### src/rtl/affine_forward_pixel_mapper_core_macros.svh
// Assertion macros shared by the affine forward pixel mapper RTL.
`ifndef AFFINE_FORWARD_PIXEL_MAPPER_CORE_MACROS_SVH
`define AFFINE_FORWARD_PIXEL_MAPPER_CORE_MACROS_SVH

// Same-cycle implication, disabled while reset is asserted.
`define AFPM_ASSERT_IMP(label, clk, rst_n, ante, cons) \
  label: assert property (@(posedge clk) disable iff (!rst_n) (ante) |-> (cons)) \
    else $error("afpm: same-cycle check failed");

// Implication with a fixed delay in cycles, disabled while reset is asserted.
`define AFPM_ASSERT_DLY(label, clk, rst_n, ante, n, cons) \
  label: assert property (@(posedge clk) disable iff (!rst_n) (ante) |-> ##n (cons)) \
    else $error("afpm: delayed check failed");

`endif

### src/rtl/afpm_pkg.sv
// Package with the types and constants of the affine forward pixel mapper.
package afpm_pkg;

  localparam int COORD_W   = 11;
  localparam int DIM_W     = 12;
  localparam int INDEX_W   = 22;
  localparam int COLOR_W   = 32;
  localparam int FIX_W     = 32;
  localparam int FRAC_BITS = 16;
  localparam int MAX_DIM   = 2048;
  localparam int CFG_IDX_W = 3;

  // Unsigned coordinate times signed step, then the sum of three terms.
  localparam int PROD_W = COORD_W + 1 + FIX_W;
  localparam int SUM_W  = PROD_W + 2;
  localparam int RND_W  = SUM_W + 1;
  localparam int MAG_W  = RND_W - FRAC_BITS;
  localparam int PIX_W  = COORD_W + DIM_W;

  localparam logic signed [RND_W-1:0] HALF = RND_W'(1) <<< (FRAC_BITS - 1);
  localparam logic [DIM_W-1:0] MAX_DIM_V = DIM_W'(MAX_DIM);

  localparam int QUEUE_DEPTH = 2;

  typedef enum logic [CFG_IDX_W-1:0] {
    REG_ORIGIN_X     = 3'd0,
    REG_ORIGIN_Y     = 3'd1,
    REG_COL_STEP_X   = 3'd2,
    REG_COL_STEP_Y   = 3'd3,
    REG_ROW_STEP_X   = 3'd4,
    REG_ROW_STEP_Y   = 3'd5,
    REG_SCREEN_W     = 3'd6,
    REG_SCREEN_H     = 3'd7
  } cfg_idx_e;

  typedef struct packed {
    logic signed [FIX_W-1:0] origin_x;
    logic signed [FIX_W-1:0] origin_y;
    logic signed [FIX_W-1:0] col_step_x;
    logic signed [FIX_W-1:0] col_step_y;
    logic signed [FIX_W-1:0] row_step_x;
    logic signed [FIX_W-1:0] row_step_y;
    logic [DIM_W-1:0]        width;
    logic [DIM_W-1:0]        height;
  } cfg_t;

  typedef struct packed {
    logic signed [PROD_W-1:0] prod_cx;
    logic signed [PROD_W-1:0] prod_cy;
    logic signed [PROD_W-1:0] prod_rx;
    logic signed [PROD_W-1:0] prod_ry;
    logic [COLOR_W-1:0]       color;
  } item_t;

  typedef struct packed {
    logic full;
    logic empty;
  } qstat_t;

endpackage

### src/rtl/afpm_back.sv
// Back end: sums, rounds, bounds-checks and indexes each mapped pixel.
module afpm_back
  import afpm_pkg::*;
(
  input  logic               clk_i,
  input  logic               rst_ni,
  input  cfg_t               cfg_i,
  input  qstat_t             qstat_i,
  input  item_t              item_i,
  output logic               pop_o,
  output logic               result_valid_o,
  output logic               in_range_o,
  output logic [COORD_W-1:0] dest_x_o,
  output logic [COORD_W-1:0] dest_y_o,
  output logic [INDEX_W-1:0] dest_index_o,
  output logic [COLOR_W-1:0] out_color_o
);

  // Stage 1: destination point in fixed point.
  logic                    v1_q;
  logic signed [SUM_W-1:0] px_q, py_q;
  logic [COLOR_W-1:0]      color1_q;

  // Stage 2: rounded and checked coordinates.
  logic               v2_q;
  logic               ok2_q;
  logic [COORD_W-1:0] rx2_q, ry2_q;
  logic [COLOR_W-1:0] color2_q;

  logic [MAG_W-1:0] mag_x, mag_y;
  logic             ok_x, ok_y, ok;
  logic [PIX_W-1:0] row_base;

  assign pop_o = !qstat_i.empty;

  always_ff @(posedge clk_i or negedge rst_ni) begin
    if (!rst_ni) begin
      v1_q           <= 1'b0;
      v2_q           <= 1'b0;
      result_valid_o <= 1'b0;
    end else begin
      v1_q           <= pop_o;
      v2_q           <= v1_q;
      result_valid_o <= v2_q;
    end
  end

  always_ff @(posedge clk_i) begin
    if (pop_o) begin
      px_q <= SUM_W'(cfg_i.origin_x) + SUM_W'(item_i.prod_cx) + SUM_W'(item_i.prod_rx);
      py_q <= SUM_W'(cfg_i.origin_y) + SUM_W'(item_i.prod_cy) + SUM_W'(item_i.prod_ry);
      color1_q <= item_i.color;
    end
  end

  // Round half away from zero: positive values add a half, others take the
  // magnitude plus a half, then both drop the fraction.
  function automatic logic [MAG_W-1:0] round_mag(input logic signed [SUM_W-1:0] v);
    logic signed [RND_W-1:0] up_pos;
    logic signed [RND_W-1:0] up_neg;
    logic                    pos;
    pos    = !v[SUM_W-1] && (v != '0);
    up_pos = RND_W'(v) + HALF;
    up_neg = HALF - RND_W'(v);
    return pos ? up_pos[RND_W-1:FRAC_BITS] : up_neg[RND_W-1:FRAC_BITS];
  endfunction

  // A coordinate is usable if it rounds to zero or comes from a positive
  // value, and stays below the frame size.
  function automatic logic coord_ok(input logic signed [SUM_W-1:0] v,
                                    input logic [MAG_W-1:0] m,
                                    input logic [DIM_W-1:0] lim);
    logic pos;
    pos = !v[SUM_W-1] && (v != '0);
    return (pos || (m == '0)) && (m < MAG_W'(lim));
  endfunction

  always_comb begin
    mag_x = round_mag(px_q);
    mag_y = round_mag(py_q);
    ok_x  = coord_ok(px_q, mag_x, cfg_i.width);
    ok_y  = coord_ok(py_q, mag_y, cfg_i.height);
    ok    = ok_x && ok_y;
  end

  always_ff @(posedge clk_i) begin
    if (v1_q) begin
      ok2_q    <= ok;
      rx2_q    <= ok ? mag_x[COORD_W-1:0] : '0;
      ry2_q    <= ok ? mag_y[COORD_W-1:0] : '0;
      color2_q <= color1_q;
    end
  end

  assign row_base = PIX_W'(ry2_q) * PIX_W'(cfg_i.width);

  always_ff @(posedge clk_i) begin
    if (v2_q) begin
      in_range_o   <= ok2_q;
      dest_x_o     <= rx2_q;
      dest_y_o     <= ry2_q;
      dest_index_o <= INDEX_W'(row_base + PIX_W'(rx2_q));
      out_color_o  <= color2_q;
    end
  end

endmodule

### config.mk
export PLATFORM = sky130hd
export DESIGN_NAME = afpm_back
export DESIGN_NICKNAME = d
export VERILOG_FILES = /design/src/rtl/affine_forward_pixel_mapper_core_macros.svh /design/src/rtl/afpm_pkg.sv /design/src/rtl/afpm_back.sv
export SDC_FILE = /design/constraint.sdc
export NUM_CORES = 1
export LEC_CHECK = 0
export ABC_AREA = 1
export BUFFER_PORTS_ARGS = -buffer_cell sky130_fd_sc_hd__buf_2
export CORE_UTILIZATION = 59
export CTS_BUF_LIST = sky130_fd_sc_hd__clkbuf_4 sky130_fd_sc_hd__clkbuf_8
export DETAILED_ROUTE_END_ITERATION = 10
export PLACE_DENSITY = 0.94
export SYNTH_ARGS = -nofsm -noshare
export SYNTH_HDL_FRONTEND = slang
export SYNTH_SLANG_ARGS = --single-unit
### constraint.sdc
create_clock -name clk_i -period 7.5 [get_ports clk_i]
set_input_delay 0 -clock clk_i [delete_from_list [all_inputs] [get_ports clk_i]]
set_output_delay 0 -clock clk_i [all_outputs]
set_load 0.02 [all_outputs]
==> results of run 1 <==
[placed cells by master, fill, tap and decap left out, types with 5 or more instances in the layout]
master	count
o21ai_0	84
nor4_1	7
a31oi_1	16
o21a_1	15
clkinv_1	10
clkbuf_4	5
ha_1	175
xor2_1	101
buf_2	377
nor3_1	46
nand2_1	940
nand2_4	5
a211oi_1	5
a21o_1	7
o21bai_1	6
nand4_1	46
inv_2	14
o31ai_1	6
dlygate4sd3_1	42
nand2_2	6
nand3_1	171
edfxtp_1	256
xnor2_1	45
inv_1	528
fa_1	189
nor2_1	401
o211ai_1	6
a21oi_1	178
clkbuf_8	40
nor2_2	41
[through the flow]
step / power, uW / worst slack [ns] / instance area (um^2) / std cells
4_1_cts: 6100 / 1.864 / 29790 / 4407
6_report: 6156 / 1.847 / 29800 / 4411
2_1_floorplan: 4030 / 2.296 / 26170 / 3380
3_3_place_gp: 4753 / 2.029 / 28530 / 4296
5_1_grt: 6559 / 1.567 / 29800 / 4411
3_5_place_dp: 4815 / 1.919 / 28530 / 4296
[worst max path at each step]
| stage | depth (start not counted) | startpoint | endpoint | slack, ns |
|---|---|---|---|---|
| finish | 20 | ry2_q[10] | dest_index_o[21] | 1.85 |
| detailed placement | 20 | ry2_q[10] | dest_index_o[21] | 1.92 |
| CTS | 20 | ry2_q[10] | dest_index_o[21] | 1.86 |
| global placement | 20 | ry2_q[10] | dest_index_o[21] | 2.03 |
| floorplan | 21 | ry2_q[10] | dest_index_o[21] | 2.30 |
| global route | 20 | ry2_q[10] | dest_index_o[21] | 1.57 |
[cells by family (layout without fill, tap and decap cells)]
kind of cell,Yosys count,after routing,share of synthesized area [%]
simple gates,1682,1682,26.64
buf+inv,595,1037,8.959
fa+ha+maj,364,364,22.82
compound gates,334,334,7.037
flops,259,259,29.66
xor+xnor,146,146,4.886
other cells,0,4,0
[registers in the layout, summed over array words and instances, names as in the netlist]
signal / flops
ry2_q: 11
ok2_q: 1
py_q: 46
rx2_q: 11
px_q: 46
dest_y_o: 11
dest_x_o: 11
result_valid_o: 1
v2_q: 1
in_range_o: 1
color2_q: 32
v1_q: 1
dest_index_o: 22
out_color_o: 32
color1_q: 32
[critical path: cells and delay by family (launching register included)]
kind                     cells  cell delay, ns
adder cells (fa/ha/maj)      6            3.05
buffers and inverters        3            0.16
XOR/XNOR                     1            0.13
AND/OR/NAND/NOR              7            0.84
flip-flops                   1            0.68
AO/OA/AOI/OAI                3            0.55
[power by group through the flow]
stage	logic, uW	registers, uW	clock network [uW]
final	2680	2210	1260
after global routing	2990	2230	1340
after CTS	2630	2190	1280
after detailed placement	2600	2220	0
after global placement	2550	2210	0
after floorplan	1940	2090	0
[metal layers]
metal | part of all wire, % | GRT usage [%]
met4 | 5.0 | 15.53
met1 | 40 | 41.50
met5 | 0 | 0
met3 | 8.3 | 4.343
met2 | 47 | 55.86
[area by class of cell]
cell class,instances,area share [%]
Multi-Input combinational cell,2526,53.91
Sequential cell,259,26.07
Timing Repair Buffer,423,7.843
Inverter,545,6.877
Tap cell,585,2.456
Clock buffer,45,1.973
Clock inverter,24,0.8397
Antenna cell,4,0.03359
==> qor.yml, run 1 <==
setup_path:
  path_cells: "nand2_1 -> fa_1 -> fa_1 -> inv_1 -> fa_1 -> fa_1 -> inv_1 -> fa_1 -> inv_1 -> ha_1 -> nand2_1 -> nor2_1 -> nand3_1 -> nand3_1 -> a21oi_1 -> o31ai_1 -> a21oi_1 -> nor2_1 -> nor2_1 -> xor2_1"
  cp_data_arrival_time_ns: 5.99
  crit_top_cell: "fa_1"
  critPathSlowestCell: "edfxtp_1"
  setup.worst_path.class: "reg2reg"
  cp-start-kind: "flop"
  r2r_start: "ry2_q[10]"
  r2r_slack_ns: 1.85
  crit_required_ns: 7.84
  crit_fanout: 13
  critPathCaptureType: "flop"
  slowest_delay_ns: 0.68
  rr_endpoint: "dest_index_o[21]"
  r2r_cells: 20
layout:
  nNetsFinal: 4587
  fill_cells: 3562
  syn2layout_area_growth_pct: 13.86
  seqCellArea_um2: 7767
  fin_util_pct: 68.57
  multi_input_area_um2: 16070
  drive_above_1_share_pct: 13.58
run_status:
  status: "finished clean"
timing:
  slew_headroom_pct: 32.61
  clock_skew_ns: 0.06206
  timing.final.crit_share_pct: 75.37
  finalSetupViolCount: 0
  slew_violations: 0
  timing.fmax_mhz: 176.9
  hold_viol: 0
  rsz0062_at_grt: "no"
  hold_ws_ns: 0.05007
  worst_slew_pin_slew_ns: 1.011
  finalCriticalPeriod_ns: 5.653
  setup_tns_ns: 0
clock_network:
  clock_sinks: 259
  root_buffer: "clkbuf_8"
  cts_tree: "built"
  worstSkewPairLatency_ns: 0.61
  holdBufCountCts: 42
  cts_resized: 0
  cts_setup_buffers: 0
  clk_pin_slew_worst_paths_ns: 0.07
  numCtsBuffers: 40
  h-tree-depth: 2
  clk_path_buf_depth: 3
pwr:
  sw_frac_of_total_pct: 43.35
  switching_power_uw: 2668
  vdd_drop_max_mv: 0.1166
  comb_power_share_pct: 43.6
  pwr-share-seq_pct: 35.9
  intPower_uw: 3487
  power_per_cell_area_nw_per_um2: 206.6
  cellLeakagePower_uw: 0.01486
  clockPowerShare_pct: 20.5
logic_synthesis:
  synth.distinct_cells: 48
  synth_area_leaders: "edfxtp_1 (29%), fa_1 (14%), nand2_1 (13%)"
  ys.warnings.count: 0
  syn-num-nets: 4172
  yosys.area.top_type_share_pct: 29.37
  synth_area_um2: 26170
  synthCells: 3380
  avgSynthCellArea_um2: 7.743
  synth.most_common_cell: "nand2_1"
  yosysTopAreaCell: "edfxtp_1"
  synth_commonest_cells: "nand2_1 (940), inv_1 (529), nor2_1 (401)"
  async_reset_ff_share_pct: 1.158
  ys.flop_type: "edfxtp_1"
  synth_edf_count: 256
  yosysSeqAreaShare_pct: 29.66
  ys_ff_latch: 259
floorplanning:
  die_height_um: 212.6
  rows: 76
  initial_core_util_pct: 60.23
  die_w_um: 212.6
  coreArea_um2: 43460
  die_area_um2: 45210
  ios: 507
global_routing:
  grt_remaining_overflow: 0
  grt_pass1_vias: 23420
  grt_max_degree: 79
  grt_antenna_before_repair: 3
  grt_usage_pct: 32.87
  grt_pass1_wl_um: 116100
drt:
  postRouteAntennaNets: 0
  drt_iter0_markers: 2192
  drc: 0
  vias: 24110
  vias_per_cell: 5.466
  first_pass_iters: 6
  routed_wl_um: 73700
  wl_per_cell_um: 16.71
placement:
  hpwl_um: 59560
  port_buffers: 377
  routabilityCongestion: 1.048
worst_hold_path:
  min_from: "qstat_i[0]"
  hold_depth: 2
  min_path_type: "in2reg"
  min_to: "px_q[1]"
job:
  max-cap-violations: 0
(Power assumes the default switching activity.)
==> run 2: changes to the inputs <==
clock period = 5.45 ns   (was 7.5 ns; I/O delays follow)
==> run 2 against run 1 <==
  * Wire length rose by 4.4%
  * Flip-flop and latch count did not move
  * Clock power increased by 35%
  * Via count increased by 1.2%
  * Power grew 38%
  * Cell area is 1.2% higher
  * Critical path type unchanged
  * Highest routed layer unchanged
==> qor.yml, run 2 (synthesis gave the netlist of run 1 again) <==
run_status:
  status: "finished clean"
timing:
  setup_tns_ns: 0
  worst_slew_pin_slew_ns: 1.004
  finalSetupViolCount: 0
  clock_skew_ns: 0.02841
  finalCriticalPeriod_ns: 5.421
  slew_violations: 0
  timing.final.crit_share_pct: 99.47
  timing.fmax_mhz: 184.5
  slew_headroom_pct: 33.06
  hold_viol: 0
  setup_slack_ns: 0.02911
setup_path:
  path_cells: "buf_4 -> buf_4 -> nand2_1 -> fa_1 -> fa_1 -> inv_1 -> ha_1 -> fa_1 -> inv_1 -> fa_1 -> inv_1 -> ha_1 -> nand2_1 -> o21ai_1 -> a21oi_1 -> o21ai_1 -> nand2_1 -> a31oi_1 -> nand2_1 -> nand2_1 -> xor2_1"
  crit_top_cell: "nand2_1"
  critPathCaptureType: "flop"
  crit_fanout: 5
  path_buf_inv: 5
  slowest_delay_ns: 0.55
  setup.worst_path.class: "reg2reg"
  cp_top_family: "adder cells"
  cp_data_arrival_time_ns: 5.75
  crit_required_ns: 5.78
  critPathSlowestCell: "fa_1"
  cp-start-kind: "flop"
drt:
  vias: 24390
  routed_wl_um: 76910
  drt_iter0_markers: 2250
  postRouteAntennaNets: 0
  drc: 0
  wl_per_cell_um: 17.27
  vias_per_cell: 5.478
  first_pass_iters: 7
floorplanning:
  ios: 507
  die_area_um2: 45210
  coreArea_um2: 43460
  die_w_um: 212.6
  initial_core_util_pct: 60.23
  die_height_um: 212.6
  rows: 76
global_routing:
  grt_max_degree: 79
  grt_antenna_before_repair: 4
  grt_remaining_overflow: 0
  grt_pass1_wl_um: 118800
  grt_pass1_vias: 23680
  grt_usage_pct: 33.88
layout:
  final_area_um2: 30150
  syn2layout_area_growth_pct: 15.19
  final_cell_mix: "nand2_1 (940), inv_1 (528), nor2_1 (401)"
  nNetsFinal: 4625
  drive_above_1_share_pct: 14.88
  reg_top3: "px_q: 46 flops, py_q: 46 flops"
  layout_commonest_cell: "nand2_1"
  final_cells: 4453
placement:
  routabilityCongestion: 1.009
  hpwl_um: 62080
  port_buffers: 377
  placedCellCount: 4314
  place_area_um2: 28670
  pre_cts_ws_ns: 0.008721
clock_network:
  clk_pin_slew_worst_paths_ns: 0.08
  root_buffer: "clkbuf_8"
  h-tree-depth: 2
  cts_tree: "built"
  clock_sinks: 259
  numCtsBuffers: 40
  worstSkewPairLatency_ns: 0.59
  clk_path_buf_depth: 3
pwr:
  vdd_drop_max_mv: 0.1710
  fin_total_pwr_uw: 8474
  cellLeakagePower_uw: 0.01507
  power_per_cell_area_nw_per_um2: 281.1
job:
  max-cap-violations: 0
worst_hold_path:
  min_path_type: "in2reg"
## run 2: changes by cell type in the layout (fill, tap and decap cells not counted), sizes merged
cell | previous run | this run
clkinv | 18 | 17
clkbuf | 45 | 52
buf | 381 | 419
bufinv | 4 | 2
## run 2: per-stage QoR
stage          hold WS (ns)  util, %
5_1_grt              0.1097    69.38
3_5_place_dp        -0.1884    65.97
3_3_place_gp        -0.1896    65.97
2_1_floorplan       -0.2956        -
6_report            0.07171    69.38
4_1_cts             0.05239    69.05
## run 2: report_power, final
group | internal (uW) | total (uW) | switching, uW
Sequential | 2600 | 3040 | 438
Clock | 898 | 1700 | 803
Combinational | 1280 | 3730 | 2450
## run 2: layout make-up
cell class | instances | area (um^2)
antenna | 4 | 10.01
tap | 585 | 732.0
multi-input combinational | 2526 | 16130
fill | 3584 | 13310
clock buffer | 52 | 653.1
inverter | 545 | 2049
clock inverter | 21 | 188.9
timing repair buffer | 461 | 2618
sequential | 259 | 7767
## run 2: layer usage
layer  GRT usage [%]  wire, um  share of wire, %  up-vias
li1                -         -                 -    11700
met1           42.74     30420                40    11300
met2           58.60     37230                48     1212
met3           4.269      6121               8.0      182
met4           14.19      3134               4.1        0
met5               0         0                 0        -
## run 2: tightest hold or removal path, stage by stage
cell    delay, ns
buf_2        0.08
fa_1         0.15
ha_1         0.19
xor2_1       0.08
## run 2: worst paths after layout
| check | startpoint | end | slack [ns] | cells past startpoint |
|---|---|---|---|---|
| max in group asynchronous | rst_ni | v1_q | 4.88 | 3 |
| worst min register to register | color2_q[28] | out_color_o[28] | 0.41 | 0 |
| worst min-delay path | item_i[167] | px_q[4] | 0.07 | 4 |
| worst max register to register | ry2_q[4] | dest_index_o[18] | 0.03 | 21 |
| min in group asynchronous | rst_ni | v2_q | 0.35 | 3 |
| worst max-delay path | ry2_q[4] | dest_index_o[18] | 0.03 | 21 |
## run 2: repair_timing
action,4_1_cts,5_1_grt
setup buffers,9,11
gates resized for setup,3,13
setup endpoints to repair,2,4
pin swaps,0,2
hold buffers,42,0
endpoints found under the hold margin,39,0
==> run 3: changes to the inputs <==
RECOVER_POWER = 50   (was not set)
==> run 3 against run 2 <==
  * Critical path depth unchanged
  * Sequential share of layout area about the same
  * The flow now finishes with violations (max-capacitance violations, max-slew violations)
  * Combinational power hardly changed
==> qor.yml, run 3 (synthesis gave the netlist of run 1 again) <==
run_status:
  status: "complete, but fails checks"
  failed_checks: "max-capacitance violations, max-slew violations"
global_routing:
  grt_antenna_before_repair: 4
  grt_remaining_overflow: 0
  grt_max_degree: 79
  grt_usage_pct: 33.88
  grt_pass1_wl_um: 118800
  grt_pass1_vias: 23680
drt:
  routed_wl_um: 76780
  wl_per_cell_um: 17.24
  first_pass_iters: 8
  drt_iter0_markers: 2401
  drc: 0
  postRouteAntennaNets: 0
  vias: 24340
  vias_per_cell: 5.465
pwr:
  cellLeakagePower_uw: 0.01505
  power_per_cell_area_nw_per_um2: 281.1
  vdd_drop_max_mv: 0.1713
  fin_total_pwr_uw: 8474
floorplanning:
  ios: 507
  die_height_um: 212.6
  rows: 76
  die_w_um: 212.6
  initial_core_util_pct: 60.23
  coreArea_um2: 43460
  die_area_um2: 45210
worst_hold_path:
  min_path_type: "in2reg"
timing:
  timing.final.crit_share_pct: 98.71
  clock_skew_ns: 0.03006
  timing.fmax_mhz: 185.9
  worst_slew_pin_slew_ns: 2.760
  hold_ws_ns: 0.07471
  finalCriticalPeriod_ns: 5.379
  setup_tns_ns: 0
  finalSetupViolCount: 0
  hold_viol: 0
  slew_headroom_pct: -85.00
  slew_violations: 68
  setup_slack_ns: 0.07053
clock_network:
  h-tree-depth: 2
  worstSkewPairLatency_ns: 0.60
  clk_pin_slew_worst_paths_ns: 0.08
  root_buffer: "clkbuf_8"
  clk_path_buf_depth: 3
  cts_tree: "built"
  numCtsBuffers: 40
  clock_sinks: 259
layout:
  syn2layout_area_growth_pct: 15.17
  nNetsFinal: 4625
  final_cells: 4454
  reg_top3: "px_q: 46 flops, py_q: 46 flops"
  layout_commonest_cell: "nand2_1"
  final_cell_mix: "nand2_1 (940), inv_1 (528), nor2_1 (401)"
  fill_cells: 3584
  drive_above_1_share_pct: 14.78
placement:
  routabilityCongestion: 1.009
  hpwl_um: 62080
  port_buffers: 377
  placedCellCount: 4314
  pre_cts_ws_ns: 0.008721
setup_path:
  crit_fanout: 5
  setup.worst_path.class: "reg2reg"
  crit_required_ns: 5.78
  cp-start-kind: "flop"
  cp_data_arrival_time_ns: 5.71
  critPathCaptureType: "flop"
  r2r_slack_ns: 0.07
job:
  max-cap-violations: 1
## run 3: changes by cell type in the layout (fill, tap and decap cells not counted), sizes merged
cell,before,now
inv,544,543
clkinvlp,3,4
buf,419,415
diode,4,5
clkbuf,52,56
## run 3: metrics by stage
stage / util (%) / area [um^2]
finish: 69.36 / 30140
global route: 69.36 / 30140
CTS: 69.05 / 30010
detailed placement: 65.97 / 28670
global placement: 65.97 / 28670
floorplan: - / 26170
## run 3: path summary, 6_finish.rpt
kind	startpoint	to	depth (start not counted)
max reg2reg	ry2_q[4]	dest_index_o[18]	21
max	ry2_q[4]	dest_index_o[18]	21
min reg2reg	color2_q[28]	out_color_o[28]	0
max in group asynchronous	rst_ni	v1_q	3
min	item_i[167]	px_q[4]	4
min in group asynchronous	rst_ni	v2_q	3
## run 3: cell type report
class / count / area (um^2) / area share (%)
Clock buffer: 52 / 653.1 / 2.167
Multi-Input combinational cell: 2526 / 16130 / 53.51
Clock inverter: 21 / 188.9 / 0.6268
Timing Repair Buffer: 461 / 2610 / 8.659
Sequential cell: 259 / 7767 / 25.77
Antenna cell: 5 / 12.51 / 0.04151
Tap cell: 585 / 732.0 / 2.428
Inverter: 545 / 2048 / 6.795
## run 3: report_power, final
part / switching (uW) / internal, uW
Sequential: 438 / 2610
Clock: 802 / 898
Combinational: 2450 / 1280
## run 3: worst max-delay path, cell delays in order (launching register included)
cell and delay [ns]:
edfxtp_1 0.39, buf_4 0.17, buf_4 0.14, nand2_1 0.08, fa_1 0.41, fa_1 0.51, inv_1 0.04, ha_1 0.32
fa_1 0.55, inv_1 0.06, fa_1 0.53, inv_1 0.06, ha_1 0.38, nand2_1 0.12, o21ai_1 0.27, a21oi_1 0.15
o21ai_1 0.24, nand2_1 0.11, a31oi_1 0.33, nand2_1 0.10, nand2_1 0.10, xor2_1 0.07
## run 3: timing repair
action / CTS / global route
hold buffers: 42 / 0
setup endpoints to repair: 2 / 4
buffers inserted: 9 / 11
hold endpoints to repair: 39 / 0
gates resized for setup: 3 / 13
pin swaps: 0 / 2
## run 3: layer usage
| layer | vias up | GRT usage (%) | routed length [um] |
|---|---|---|---|
| li1 | 11700 | - | - |
| met1 | 11290 | 42.74 | 30480 |
| met2 | 1169 | 58.60 | 37110 |
| met3 | 184 | 4.269 | 6008 |
| met4 | 0 | 14.19 | 3170 |
| met5 | - | 0 | 0 |
